[src/rtl/guide_vane_closing_fault_monitor_macros.svh]
// Assertion helpers shared by the monitor RTL
`ifndef GUIDE_VANE_CLOSING_FAULT_MONITOR_MACROS_SVH
`define GUIDE_VANE_CLOSING_FAULT_MONITOR_MACROS_SVH

// same-cycle implication
`define GVCFM_ASSERT_NOW(label, ante, cons) \
  label: assert property (@(posedge clk) disable iff (rst) (ante) |-> (cons)) \
    else $error("gvcfm assertion failed");

// next-cycle implication
`define GVCFM_ASSERT_NEXT(label, ante, cons) \
  label: assert property (@(posedge clk) disable iff (rst) (ante) |=> (cons)) \
    else $error("gvcfm assertion failed");

`endif

[src/rtl/gvcfm_pkg.sv]
package gvcfm_pkg;

  localparam int WINDOW_DEF = 100;
  localparam int POS_W      = 16;
  localparam int THR_W      = 24;
  localparam int MIN_W      = 7;
  localparam int CFG_IDX_W  = 2;

  localparam logic [POS_W-1:0] Q15_ONE = 16'd32768;

  localparam logic [THR_W-1:0] RATE_THR_RST = 24'd42598;
  localparam logic [THR_W-1:0] JUMP_THR_RST = 24'd6554;
  localparam logic [MIN_W-1:0] MIN_CLOSE_RST = 7'd10;

  typedef enum logic [CFG_IDX_W-1:0] {
    CFG_RATE_THR  = 2'd0,
    CFG_JUMP_THR  = 2'd1,
    CFG_MIN_CLOSE = 2'd2
  } cfg_idx_t;

  typedef struct packed {
    logic [POS_W-1:0] position_sample;
    logic [POS_W-1:0] servo_output;
    logic [POS_W-1:0] regulator_feedback;
  } in_t;

  typedef struct packed {
    logic zero_drift_fault;
    logic fast_close_fault;
    logic jump_fault;
  } out_t;

  typedef enum logic [2:0] {
    ST_IDLE,
    ST_SCAN,
    ST_LAST,
    ST_MUL,
    ST_DIV,
    ST_FIN
  } state_t;

endpackage

[src/rtl/gvcfm_hist.sv]
module gvcfm_hist #(
  parameter int WINDOW = gvcfm_pkg::WINDOW_DEF
) (
  input  logic                               clk,
  input  logic                               rst,
  input  logic                               rd_en,
  input  logic [$clog2(WINDOW)-1:0]          rd_addr,
  output logic [gvcfm_pkg::POS_W-1:0]        rd_data,
  input  logic                               wr_en,
  input  logic [$clog2(WINDOW)-1:0]          wr_addr,
  input  logic [gvcfm_pkg::POS_W-1:0]        wr_data
);
  import gvcfm_pkg::*;

  localparam int CNT_W = $clog2(WINDOW + 1);

  logic [POS_W-1:0] mem [WINDOW];
  logic [POS_W-1:0] rd_q;
  logic             rd_ok;
  logic [CNT_W-1:0] fill;

  // slots are written in order from 0, so slot s holds data once fill > s
  always_ff @(posedge clk) begin
    if (rst) begin
      fill <= '0;
    end else if (wr_en && fill != CNT_W'(WINDOW)) begin
      fill <= fill + 1'b1;
    end
  end

  always_ff @(posedge clk) begin
    if (wr_en) begin
      mem[wr_addr] <= wr_data;
    end
  end

  always_ff @(posedge clk) begin
    if (rd_en) begin
      rd_q  <= mem[rd_addr];
      rd_ok <= CNT_W'(rd_addr) < fill;
    end
  end

  assign rd_data = rd_ok ? rd_q : Q15_ONE;

endmodule

[src/rtl/gvcfm_div.sv]
module gvcfm_div #(
  parameter int NUM_W = 23,
  parameter int DEN_W = 7
) (
  input  logic             clk,
  input  logic             rst,
  input  logic             start,
  input  logic [NUM_W-1:0] dividend,
  input  logic [DEN_W-1:0] divisor,
  output logic             done,
  output logic [NUM_W-1:0] quotient
);

  localparam int CW = $clog2(NUM_W);

  logic             busy;
  logic [CW-1:0]    cnt;
  logic [NUM_W-1:0] acc;
  logic [DEN_W-1:0] rem;
  logic [DEN_W-1:0] den;
  logic [DEN_W:0]   rem_sh;
  logic [DEN_W:0]   rem_sub;
  logic             ge;

  // restoring division, one quotient bit per cycle
  always_comb begin
    rem_sh  = {rem, acc[NUM_W-1]};
    ge      = rem_sh >= {1'b0, den};
    rem_sub = rem_sh - {1'b0, den};
  end

  always_ff @(posedge clk) begin
    if (rst) begin
      busy <= 1'b0;
      done <= 1'b0;
      cnt  <= '0;
    end else begin
      done <= 1'b0;
      if (start) begin
        busy <= 1'b1;
        cnt  <= '0;
      end else if (busy) begin
        cnt <= cnt + 1'b1;
        if (cnt == CW'(NUM_W - 1)) begin
          busy <= 1'b0;
          done <= 1'b1;
        end
      end
    end
  end

  always_ff @(posedge clk) begin
    if (start) begin
      acc <= dividend;
      rem <= '0;
      den <= divisor;
    end else if (busy) begin
      acc <= {acc[NUM_W-2:0], ge};
      rem <= ge ? rem_sub[DEN_W-1:0] : rem_sh[DEN_W-1:0];
    end
  end

  assign quotient = acc;

endmodule

[src/rtl/guide_vane_closing_fault_monitor.sv]
// channel  dir  handshake            payload
// in       in   in_valid/in_ready    in_data  (position, servo, feedback)
// out      out  out_valid/out_ready  out_data (three fault flags)
// cfg      in   cfg_we               cfg_index, cfg_data
//
// The duration of a transaction is set by the history scan (one memory read per
// cycle) and the bit-serial divider.
// in_ready is high only while idle; a result held in the output register keeps
// the finished transaction in ST_FIN, so it blocks the next transaction too.
// Synchronous reset; history reads as fully open until written.
`include "guide_vane_closing_fault_monitor_macros.svh"

module guide_vane_closing_fault_monitor #(
  parameter int WINDOW = gvcfm_pkg::WINDOW_DEF
) (
  input  logic                                clk,
  input  logic                                rst,
  input  logic                                in_valid,
  output logic                                in_ready,
  input  gvcfm_pkg::in_t                      in_data,
  output logic                                out_valid,
  input  logic                                out_ready,
  output gvcfm_pkg::out_t                     out_data,
  input  logic                                cfg_we,
  input  logic [gvcfm_pkg::CFG_IDX_W-1:0]     cfg_index,
  input  logic [gvcfm_pkg::THR_W-1:0]         cfg_data
);
  import gvcfm_pkg::*;

  localparam int IDX_W = $clog2(WINDOW);
  localparam int CNT_W = $clog2(WINDOW + 1);
  localparam int NUM_W = POS_W + CNT_W;
  localparam int CMP_W = (NUM_W > THR_W) ? NUM_W : THR_W;
  localparam int EL_W  = (CNT_W > MIN_W) ? CNT_W : MIN_W;
  localparam logic [IDX_W-1:0] LAST_IDX = IDX_W'(WINDOW - 1);

  state_t state, state_next;

  logic [THR_W-1:0] rate_thr;
  logic [THR_W-1:0] jump_thr;
  logic [MIN_W-1:0] min_close;

  logic [POS_W-1:0] x_pos;
  logic             drift;
  logic [IDX_W-1:0] oldest;
  logic [IDX_W-1:0] issue_cnt;
  logic [IDX_W-1:0] rd_ptr;
  logic             chk;
  logic [IDX_W-1:0] chk_age;
  logic             found;
  logic [POS_W-1:0] start_pos;
  logic [POS_W-1:0] newest;
  logic [IDX_W-1:0] k;
  logic [NUM_W-1:0] local_rate;
  logic [CNT_W-1:0] elapsed;

  logic             rd_en;
  logic             mem_we;
  logic             div_start;
  logic             out_load;
  logic [POS_W-1:0] rd_data;
  logic             div_done;
  logic [NUM_W-1:0] quot;

  logic [POS_W-1:0] d_start;
  logic [POS_W-1:0] d_newest;
  logic [NUM_W-1:0] num;
  logic [CNT_W-1:0] den;
  logic [CMP_W-1:0] g_ext;
  logic [CMP_W-1:0] l_ext;
  logic [CMP_W-1:0] gl_diff;
  out_t             flags;

  always_ff @(posedge clk) begin
    if (rst) begin
      rate_thr  <= RATE_THR_RST;
      jump_thr  <= JUMP_THR_RST;
      min_close <= MIN_CLOSE_RST;
    end else if (cfg_we) begin
      case (cfg_index)
        CFG_RATE_THR:  rate_thr  <= cfg_data;
        CFG_JUMP_THR:  jump_thr  <= cfg_data;
        CFG_MIN_CLOSE: min_close <= cfg_data[MIN_W-1:0];
        default: ;
      endcase
    end
  end

  always_comb begin
    state_next = state;
    case (state)
      ST_IDLE: if (in_valid) state_next = ST_SCAN;
      ST_SCAN: if (issue_cnt == LAST_IDX) state_next = ST_LAST;
      ST_LAST: state_next = ST_MUL;
      ST_MUL:  state_next = ST_DIV;
      ST_DIV:  if (div_done) state_next = ST_FIN;
      ST_FIN:  if (!out_valid || out_ready) state_next = ST_IDLE;
      default: state_next = ST_IDLE;
    endcase
  end

  always_comb begin
    in_ready  = 1'b0;
    rd_en     = 1'b0;
    mem_we    = 1'b0;
    div_start = 1'b0;
    out_load  = 1'b0;
    case (state)
      ST_IDLE: in_ready = 1'b1;
      ST_SCAN: rd_en = 1'b1;
      ST_MUL: begin
        mem_we    = 1'b1;
        div_start = 1'b1;
      end
      ST_FIN:  out_load = !out_valid || out_ready;
      default: ;
    endcase
  end

  always_ff @(posedge clk) begin
    if (rst) begin
      state <= ST_IDLE;
    end else begin
      state <= state_next;
    end
  end

  always_ff @(posedge clk) begin
    if (rst) begin
      oldest    <= '0;
      issue_cnt <= '0;
      rd_ptr    <= '0;
      chk       <= 1'b0;
      found     <= 1'b0;
      out_valid <= 1'b0;
    end else begin
      chk <= rd_en;
      if (in_valid && in_ready) begin
        issue_cnt <= '0;
        rd_ptr    <= oldest;
        found     <= 1'b0;
      end
      if (rd_en) begin
        issue_cnt <= issue_cnt + 1'b1;
        rd_ptr    <= (rd_ptr == LAST_IDX) ? '0 : rd_ptr + 1'b1;
      end
      if (chk && !found && (rd_data != Q15_ONE || chk_age == LAST_IDX)) begin
        found <= 1'b1;
      end
      if (mem_we) begin
        oldest <= (oldest == LAST_IDX) ? '0 : oldest + 1'b1;
      end
      if (out_load) begin
        out_valid <= 1'b1;
      end else if (out_ready) begin
        out_valid <= 1'b0;
      end
    end
  end

  always_ff @(posedge clk) begin
    if (in_valid && in_ready) begin
      x_pos <= in_data.position_sample;
      drift <= (in_data.servo_output == '0) && (in_data.regulator_feedback != Q15_ONE);
    end
    chk_age <= issue_cnt;
    if (chk && !found && (rd_data != Q15_ONE || chk_age == LAST_IDX)) begin
      start_pos <= rd_data;
      k         <= chk_age;
    end
    if (chk && chk_age == LAST_IDX) begin
      newest <= rd_data;
    end
    if (mem_we) begin
      local_rate <= NUM_W'(d_newest) * NUM_W'(WINDOW);
      elapsed    <= den;
    end
    if (out_load) begin
      out_data <= flags;
    end
  end

  always_comb begin
    d_start  = (start_pos > x_pos) ? start_pos - x_pos : x_pos - start_pos;
    d_newest = (newest > x_pos) ? newest - x_pos : x_pos - newest;
    num      = NUM_W'(d_start) * NUM_W'(WINDOW);
    den      = CNT_W'(WINDOW) - CNT_W'(k);
  end

  always_comb begin
    g_ext   = CMP_W'(quot);
    l_ext   = CMP_W'(local_rate);
    gl_diff = (g_ext > l_ext) ? g_ext - l_ext : l_ext - g_ext;
    flags.zero_drift_fault = drift;
    flags.fast_close_fault = (g_ext > CMP_W'(rate_thr)) && (l_ext > CMP_W'(rate_thr)) &&
                             (EL_W'(elapsed) > EL_W'(min_close));
    flags.jump_fault       = gl_diff > CMP_W'(jump_thr);
  end

  gvcfm_hist #(
    .WINDOW (WINDOW)
  ) u_hist (
    .clk     (clk),
    .rst     (rst),
    .rd_en   (rd_en),
    .rd_addr (rd_ptr),
    .rd_data (rd_data),
    .wr_en   (mem_we),
    .wr_addr (oldest),
    .wr_data (x_pos)
  );

  gvcfm_div #(
    .NUM_W (NUM_W),
    .DEN_W (CNT_W)
  ) u_div (
    .clk      (clk),
    .rst      (rst),
    .start    (div_start),
    .dividend (num),
    .divisor  (den),
    .done     (div_done),
    .quotient (quot)
  );

  `GVCFM_ASSERT_NOW(a_done_in_div, div_done, state == ST_DIV)
  `GVCFM_ASSERT_NOW(a_found_by_mul, state == ST_MUL, found)
  `GVCFM_ASSERT_NEXT(a_accept_scans, in_valid && in_ready, state == ST_SCAN && !found)
  `GVCFM_ASSERT_NOW(a_out_from_fin, $rose(out_valid), $past(state) == ST_FIN)

endmodule
[config.mk]
export PLATFORM = sky130hd
export DESIGN_NAME = guide_vane_closing_fault_monitor
export DESIGN_NICKNAME = d
export VERILOG_FILES = /design/src/rtl/gvcfm_pkg.sv /design/src/rtl/gvcfm_hist.sv /design/src/rtl/gvcfm_div.sv /design/src/rtl/guide_vane_closing_fault_monitor.sv
export VERILOG_INCLUDE_DIRS = /design/src /design/src/rtl
export SDC_FILE = /design/constraint.sdc
export NUM_CORES = 2
export LEC_CHECK = 0
export ABC_AREA = 1
export BUFFER_PORTS_ARGS = -buffer_cell sky130_fd_sc_hd__buf_4
export CAP_MARGIN = 20
export CORE_ASPECT_RATIO = 0.9
export CORE_MARGIN = 2
export CORE_UTILIZATION = 35
export CTS_CLUSTER_SIZE = 20
export DETAILED_ROUTE_END_ITERATION = 10
export PLACE_DENSITY_LB_ADDON = 0.12
export SLEW_MARGIN = 25
export SYNTH_ARGS = -nofsm -noshare
export SYNTH_HDL_FRONTEND = slang
export SYNTH_SLANG_ARGS = --single-unit
[constraint.sdc]
create_clock -name clk -period 8.5 [get_ports clk]
set_clock_uncertainty 0.1 [all_clocks]
set_input_delay 0.425 -clock clk [delete_from_list [all_inputs] [get_ports clk]]
set_output_delay 0.425 -clock clk [all_outputs]
set_load 0.1 [all_outputs]
# After elaboration in Yosys (flattened, before gate mapping)
# Memory sizes are Yosys's and may differ from the RTL's. A register that Yosys moved wholly into a read port is not among the register bits.
# Index checks and enable logic that the tools add are counted.
[classes] add_sub_neg=13 multipliers=2 order_cmp=9 eq_ne=19 muxes=32 bitwise_logic=1 reduce_logical=25
[op_table] operator="$sub 16x16->16" count=4
[op_table] operator="$mux 7" count=7
[op_table] operator="$gt 23x24->1" count=2
[op_table] operator="$mux 16" count=3
[op_table] operator="$sub 23x23->24" count=2
[op_table] operator="$mux 23" count=2
[op_table] operator="$mul 16x5->21 const B" count=2
[op_table] operator="$gt 16x16->1" count=2
[op_table] operator="$ne 16x16->1 const B" count=2
[op_table] operator="$add 7x1->7 const B" count=4
[op_table] operator="$eq 7x7->1 const B" count=4
[op_table] operator="$gt 24x24->1" count=1
[op_table] operator="$mux 24" count=1
[op_table] operator="$gt 23x23->1" count=1
[op_table] operator="$pmux 3 s6" count=1
[op_table] operator="$logic_not 16->1" count=1
[op_table] operator="$mux 1" count=14
[op_table] operator="$mux 3" count=4
[op_table] operator="$ge 8x7->1" count=1
[op_table] operator="$logic_and 1x1->1" count=8
[op_table] operator="$reduce_bool 2->1" count=4
[op_table] operator="$gt 7x7->1" count=1
[op_table] operator="$lt 7x7->1" count=1
[op_table] operator="$ne 7x7->1 const B" count=1
[op_table] operator="other kinds (20)" count=28
[word_totals] reg_bits=221 ramBits=1600 inputBits=79 elab_cells=131 memories=1
[mem_list] name="u_hist.mem" depth=100 word_bits=16 rd=1 rd_ports_with_merged_regs=1 write_ports=1 line="gvcfm_hist.sv:17" source="logic [POS_W-1:0] mem [WINDOW];"

# Logic depth before layout (Yosys ltp)
[depth] word_depth=5 ltp_mapped=30

# Hierarchy
# A second synthesis with hierarchy kept.
[hier_totals] cells_unflattened=8511 area_unflattened_um2=86829.5
[modules_own_cells] mod="gvcfm_hist" instances=1 cells_per_inst=5669 area_each_um2=66510.0 seq_area_each_um2=48696.7
[modules_own_cells] mod="guide_vane_closing_fault_monitor" instances=1 cells_per_inst=2584 area_each_um2=18094.9 seq_area_each_um2=4394.2
[modules_own_cells] mod="gvcfm_div" instances=1 cells_per_inst=258 area_each_um2=2224.6 seq_area_each_um2=1181.1

# Worst setup path before layout
# Ideal clock, no wire load.
[synth_timing] kind="reg-to-reg" from="reg x_pos[1]" to="reg local_rate[21] (data pin)" setup_time_ns=0.257 arrival_time_ns=5.768 required_time_ns=8.143 slack_ns=2.375 path_stages_with_launch=25 path_cell_list="edfxtp_1 inv_1 fa_1 nand2_1 nand2_1 a21o_1 nand2_1 nand2_1 nand2_2 buf_2 nand3_1 o21ai_0 ha_1 ha_1 inv_1 fa_1 inv_1 ha_1 a21oi_1 nand2_1 a21oi_1 o21ai_0 nand3_1 nand2_1 xor2_1"
[synth_between] elab_chain_cells=3 word_cells_on_any_way=5
[synth_rtl] element="from (decl)" line="guide_vane_closing_fault_monitor.sv:43" source="logic [POS_W-1:0] x_pos;"
[synth_rtl] element="from (signal assigned)" line="guide_vane_closing_fault_monitor.sv:163" source="x_pos <= in_data.position_sample;"
[synth_rtl] element="$sub 16x16->16 / $gt 16x16->1 (equally long branches)" line="guide_vane_closing_fault_monitor.sv:185" source="d_newest = (newest > x_pos) ? newest - x_pos : x_pos - newest;"
[synth_rtl] element="$mux 16 *" line="guide_vane_closing_fault_monitor.sv:185"
[synth_rtl] element="$mul 16x5->21 *" line="guide_vane_closing_fault_monitor.sv:175" source="local_rate <= NUM_W'(d_newest) * NUM_W'(WINDOW);"
[synth_rtl] element="to (signal assigned)" line="guide_vane_closing_fault_monitor.sv:175"
[synth_rtl] element="to (decl)" line="guide_vane_closing_fault_monitor.sv:54" source="logic [NUM_W-1:0] local_rate;"
# Mark *: on every way between the ends. The rest lies on a longest branch, timed or not.
# A chain may end at the register's enable or synchronous reset.

# Final worst setup path
[layout_timing] from="reg x_pos[9]" to="reg u_div.acc[20], in the netlist u_div.quotient[20] (data pin)"
[layout_between] elab_chain_cells=4 word_cells_on_any_way=6
[layout_rtl] element="$sub 16x16->16 / $gt 16x16->1 (equally long branches)" line="guide_vane_closing_fault_monitor.sv:184" source="d_start = (start_pos > x_pos) ? start_pos - x_pos : x_pos - start_pos;"
[layout_rtl] element="$mux 16 *" line="guide_vane_closing_fault_monitor.sv:184"
[layout_rtl] element="$mul 16x5->21 *" line="guide_vane_closing_fault_monitor.sv:186" source="num = NUM_W'(d_start) * NUM_W'(WINDOW);"
[layout_rtl] element="$mux 23 *" line="gvcfm_div.sv:53" source="if (start) begin"
[layout_rtl] element="to (signal assigned)" line="gvcfm_div.sv:54" source="acc <= dividend;"
[layout_rtl] element="to (signal assigned)" line="gvcfm_div.sv:58" source="acc <= {acc[NUM_W-2:0], ge};"
[layout_rtl] element="to (decl)" line="gvcfm_div.sv:18" source="logic [NUM_W-1:0] acc;"
# Marks and branches as above.

==> results_dict.tcl <==
set metrics [dict create \
    status "finished clean" \
    slew_violations 0 \
    fp.dieW_microns 529 \
    p_leak_nw 38.9 \
    finalCriticalPeriod_ns 5.87 \
    gr-total-overflow 0 \
    first_global_vias 59500 \
    cp.arrival_ns 6.35 \
    critical_path_class "register to register" \
    fin_nets 9218 \
    clk_latency_ns 0.88 \
    drt_wl_total_microns 274000 \
    initial_core_util_pct 35.2 \
    power_mw 35.6 \
    yosysSeqAreaShare_pct 62.2 \
    slew_headroom_pct 32.0 \
    ff2ff_setup_slack_ns 2.63 \
    cts_buffer_depth 4 \
    fp-row-count 173 \
    period_share_pct 69.1 \
    h-tree-depth 4 \
    hp-class "input pin to register" \
    synth_area_leader_cell "edfxtp_1" \
    avgSynthCellArea_sq_um 10.0 \
    cp_max_fo 63 \
    yosys-top-cells-area "edfxtp_1 60%, nand2_1 12%, nand3_1 6.7%" \
    netlist.area_leader.share_pct 59.6 \
    holdWs_ns 0.186 \
    final_util_pct 39.6 \
    async_reset_ff_share_pct 0 \
    viasPerCell 5.05 \
    synth-edff-count 1725 \
    synth_cells 8687 \
    clockRootBuffer "clkbuf_16" \
    globalplace.congestion 0.881 \
    cts_setup_buffers 0 \
    num_vias 62000 \
    antenna_found_initial 14 \
    holdCritStartpoint "in_data[38]" \
    rsz0062_at_grt "false" \
    critPathCaptureType "register" \
    io_pins 84 \
    ctsResizeCount 0 \
    chipHeight_microns 477 \
    crit_chain "buf_4 -> ha_1 -> nand2_2 -> inv_1 -> nand2_1 -> nor2_1 -> nand3_1 -> nand2_4 -> nand3_1 -> o21ai_0 -> ha_1 -> ha_1 -> inv_1 -> fa_1 -> inv_1 -> ha_1 -> nand3_1 -> nand3_1 -> inv_1 -> o21ai_0 -> nand3_1 -> a21oi_1 -> o22ai_1" \
    place_area_sq_mm 0.0912 \
    clk_pin_slew_ns 0.06 \
    placed_cells_incl_taps 11900 \
    core_area_sq_mm 0.247 \
    crit_slowest_cell "buf_4" \
    die-area_sq_mm 0.252 \
    wl_per_cell_microns 22.3 \
    area_delta_synth_final_pct 12.6 \
    power_density_mw_per_mm2 364 \
    path_common_cell "nand3_1" \
    slowest_delay_ns 0.64 \
    drt_pass1_iterations 5 \
    post-place-ws_ns 2.61 \
    setup_violations 0 \
    stdcell_count 12300 \
    grt_pass1_wl_microns 404000 \
    antenna_left 0 \
    ys_ff_latch 1837 \
    dr.first_iter.drc_count 6176 \
    max_cap_viol_count 0 \
    drive_above_1_share_pct 6.61 \
    r2r_start "x_pos[9]" \
    cts_tree "yes" \
    hpwl_microns 164000 \
    track_usage_pct 21.4 \
    hold_viol 0 \
    fin_ws_ns 2.63 \
    cp.required_ns 8.98 \
    drcViolationCount 0 \
    cts_buffers 202 \
    syn_nets 9099 \
    startpoint_type "register" \
    dominantRegCellSynth "edfxtp_1" \
    clock-sinks 1837 \
    grt_max_degree 169 \
    syn_area_sq_mm 0.0869 \
    worstMarginPinSlew_ns 1.01 \
    design_area_sq_mm 0.0978 \
    port_buffers 83 \
    yosysUniqueCellTypes 54 \
    fin_tns_setup_ns 0 \
    synth_warnings 0 \
    startpoint "x_pos[9]" \
    fmax_mhz 170 \
    ir_worst_vdd_v 0.000377 \
]
where the power goes:
part	total (mW)	internal [mW]	switching, mW
sequential	11.0	10.8	0.288
clock	8.17	4.54	3.63
combinational	16.3	4.88	11.5
total	35.6	20.2	15.4
cell families (layout without fill, tap and decap cells):
group,count (synthesis),count (layout),synth area share (%)
AO/OA/AOI/OAI,698,698,4.44
adder cells (fa/ha/maj),333,333,5.03
buffers and inverters,1197,1469,5.85
other,0,2,0
flip-flops,1837,1837,62.2
XOR/XNOR,89,89,0.897
AND/OR/NAND/NOR,4533,4533,21.6
flip-flops by register name, summed over array words and instances (netlist names), 3 cells and up:
signal,count
k,7
chk_age,7
u_div.rem,7
newest,16
start_pos,16
elapsed,7
u_hist.rd_q,16
out_data,3
local_rate,21
u_div.cnt,5
x_pos,16
rd_ptr,7
min_close,7
jump_thr,24
u_hist.fill,7
issue_cnt,7
oldest,7
u_div.quotient,23
state,3
u_hist.mem,1600
rate_thr,24
cell usage after synthesis (20+ instances only):
| master | instances |
|---|---|
| a21oi_1 | 254 |
| buf_1 | 50 |
| buf_2 | 181 |
| buf_4 | 59 |
| clkbuf_1 | 96 |
| dfxtp_1 | 112 |
| edfxtp_1 | 1725 |
| fa_1 | 27 |
| ha_1 | 306 |
| inv_1 | 773 |
| nand2_1 | 2725 |
| nand3_1 | 1168 |
| nand4_1 | 33 |
| nor2_1 | 515 |
| nor3_1 | 33 |
| o211ai_1 | 57 |
| o21ai_0 | 278 |
| o21ai_1 | 22 |
| o21bai_1 | 20 |
| xor2_1 | 72 |
metal layers:
| layer | wire [microns] | part of all wire, % | GRT usage [%] | vias up |
|---|---|---|---|---|
| li1 | - | - | - | 29500 |
| met1 | 130000 | 47 | 31.5 | 30400 |
| met2 | 122000 | 44 | 33.1 | 1737 |
| met3 | 16300 | 5.9 | 2.97 | 333 |
| met4 | 6310 | 2.3 | 5.09 | 4 |
| met5 | 25 | 0.0091 | 0 | - |
layout by cell type (no fill, tap or decap), types with 11 or more instances in the layout:
cell type | netlist | layout
nand2_1 | 2725 | 2725
edfxtp_1 | 1725 | 1725
nand3_1 | 1168 | 1167
inv_1 | 773 | 769
nor2_1 | 515 | 501
ha_1 | 306 | 306
o21ai_0 | 278 | 278
a21oi_1 | 254 | 254
buf_4 | 59 | 246
clkbuf_16 | 0 | 204
dfxtp_1 | 112 | 107
xor2_1 | 72 | 72
dlygate4sd3_1 | 0 | 64
clkbuf_1 | 96 | 60
o211ai_1 | 57 | 57
clkinv_1 | 3 | 42
clkinv_2 | 0 | 38
nand4_1 | 33 | 33
nor3_1 | 33 | 30
fa_1 | 27 | 27
o21ai_1 | 22 | 22
o21bai_1 | 20 | 20
xnor2_1 | 17 | 17
o22ai_1 | 17 | 17
nor4_1 | 16 | 16
nor2_2 | 5 | 11
a21o_1 | 11 | 11
buf_12 | 0 | 11
worst paths after layout:
path	end	depth (start not counted)
setup reg to reg	u_div.quotient[20]	23
hold reg to reg	chk_age[6]	0
setup / recovery	u_div.quotient[20]	23
hold / removal	x_pos[6]	2
layout make-up:
cell class	instances	area, sq um
diodes	2	5.00
well taps	3325	4160
clock inverters	93	598
flip-flops and latches	1837	54100
inverters	785	2980
clock buffers	264	5330
repair buffers	327	2820
fillers	24200	149000
multi-input cells	5653	27900
critical path: cells and delay by family (launching register included):
| kind | cells | cell delay (ns) |
|---|---|---|
| and+or+nand+nor | 9 | 1.60 |
| buffers and inverters | 5 | 0.89 |
| adders and majority gates | 5 | 1.80 |
| AOI/OAI and AO/OA | 4 | 0.80 |
| DFF | 1 | 0.35 |
repair_timing:
action,in CTS,in global routing
hold buffers,64,0
setup endpoints to repair,0,0
endpoints found under the hold margin,102,0
Power figures use the tool's default switching activity.
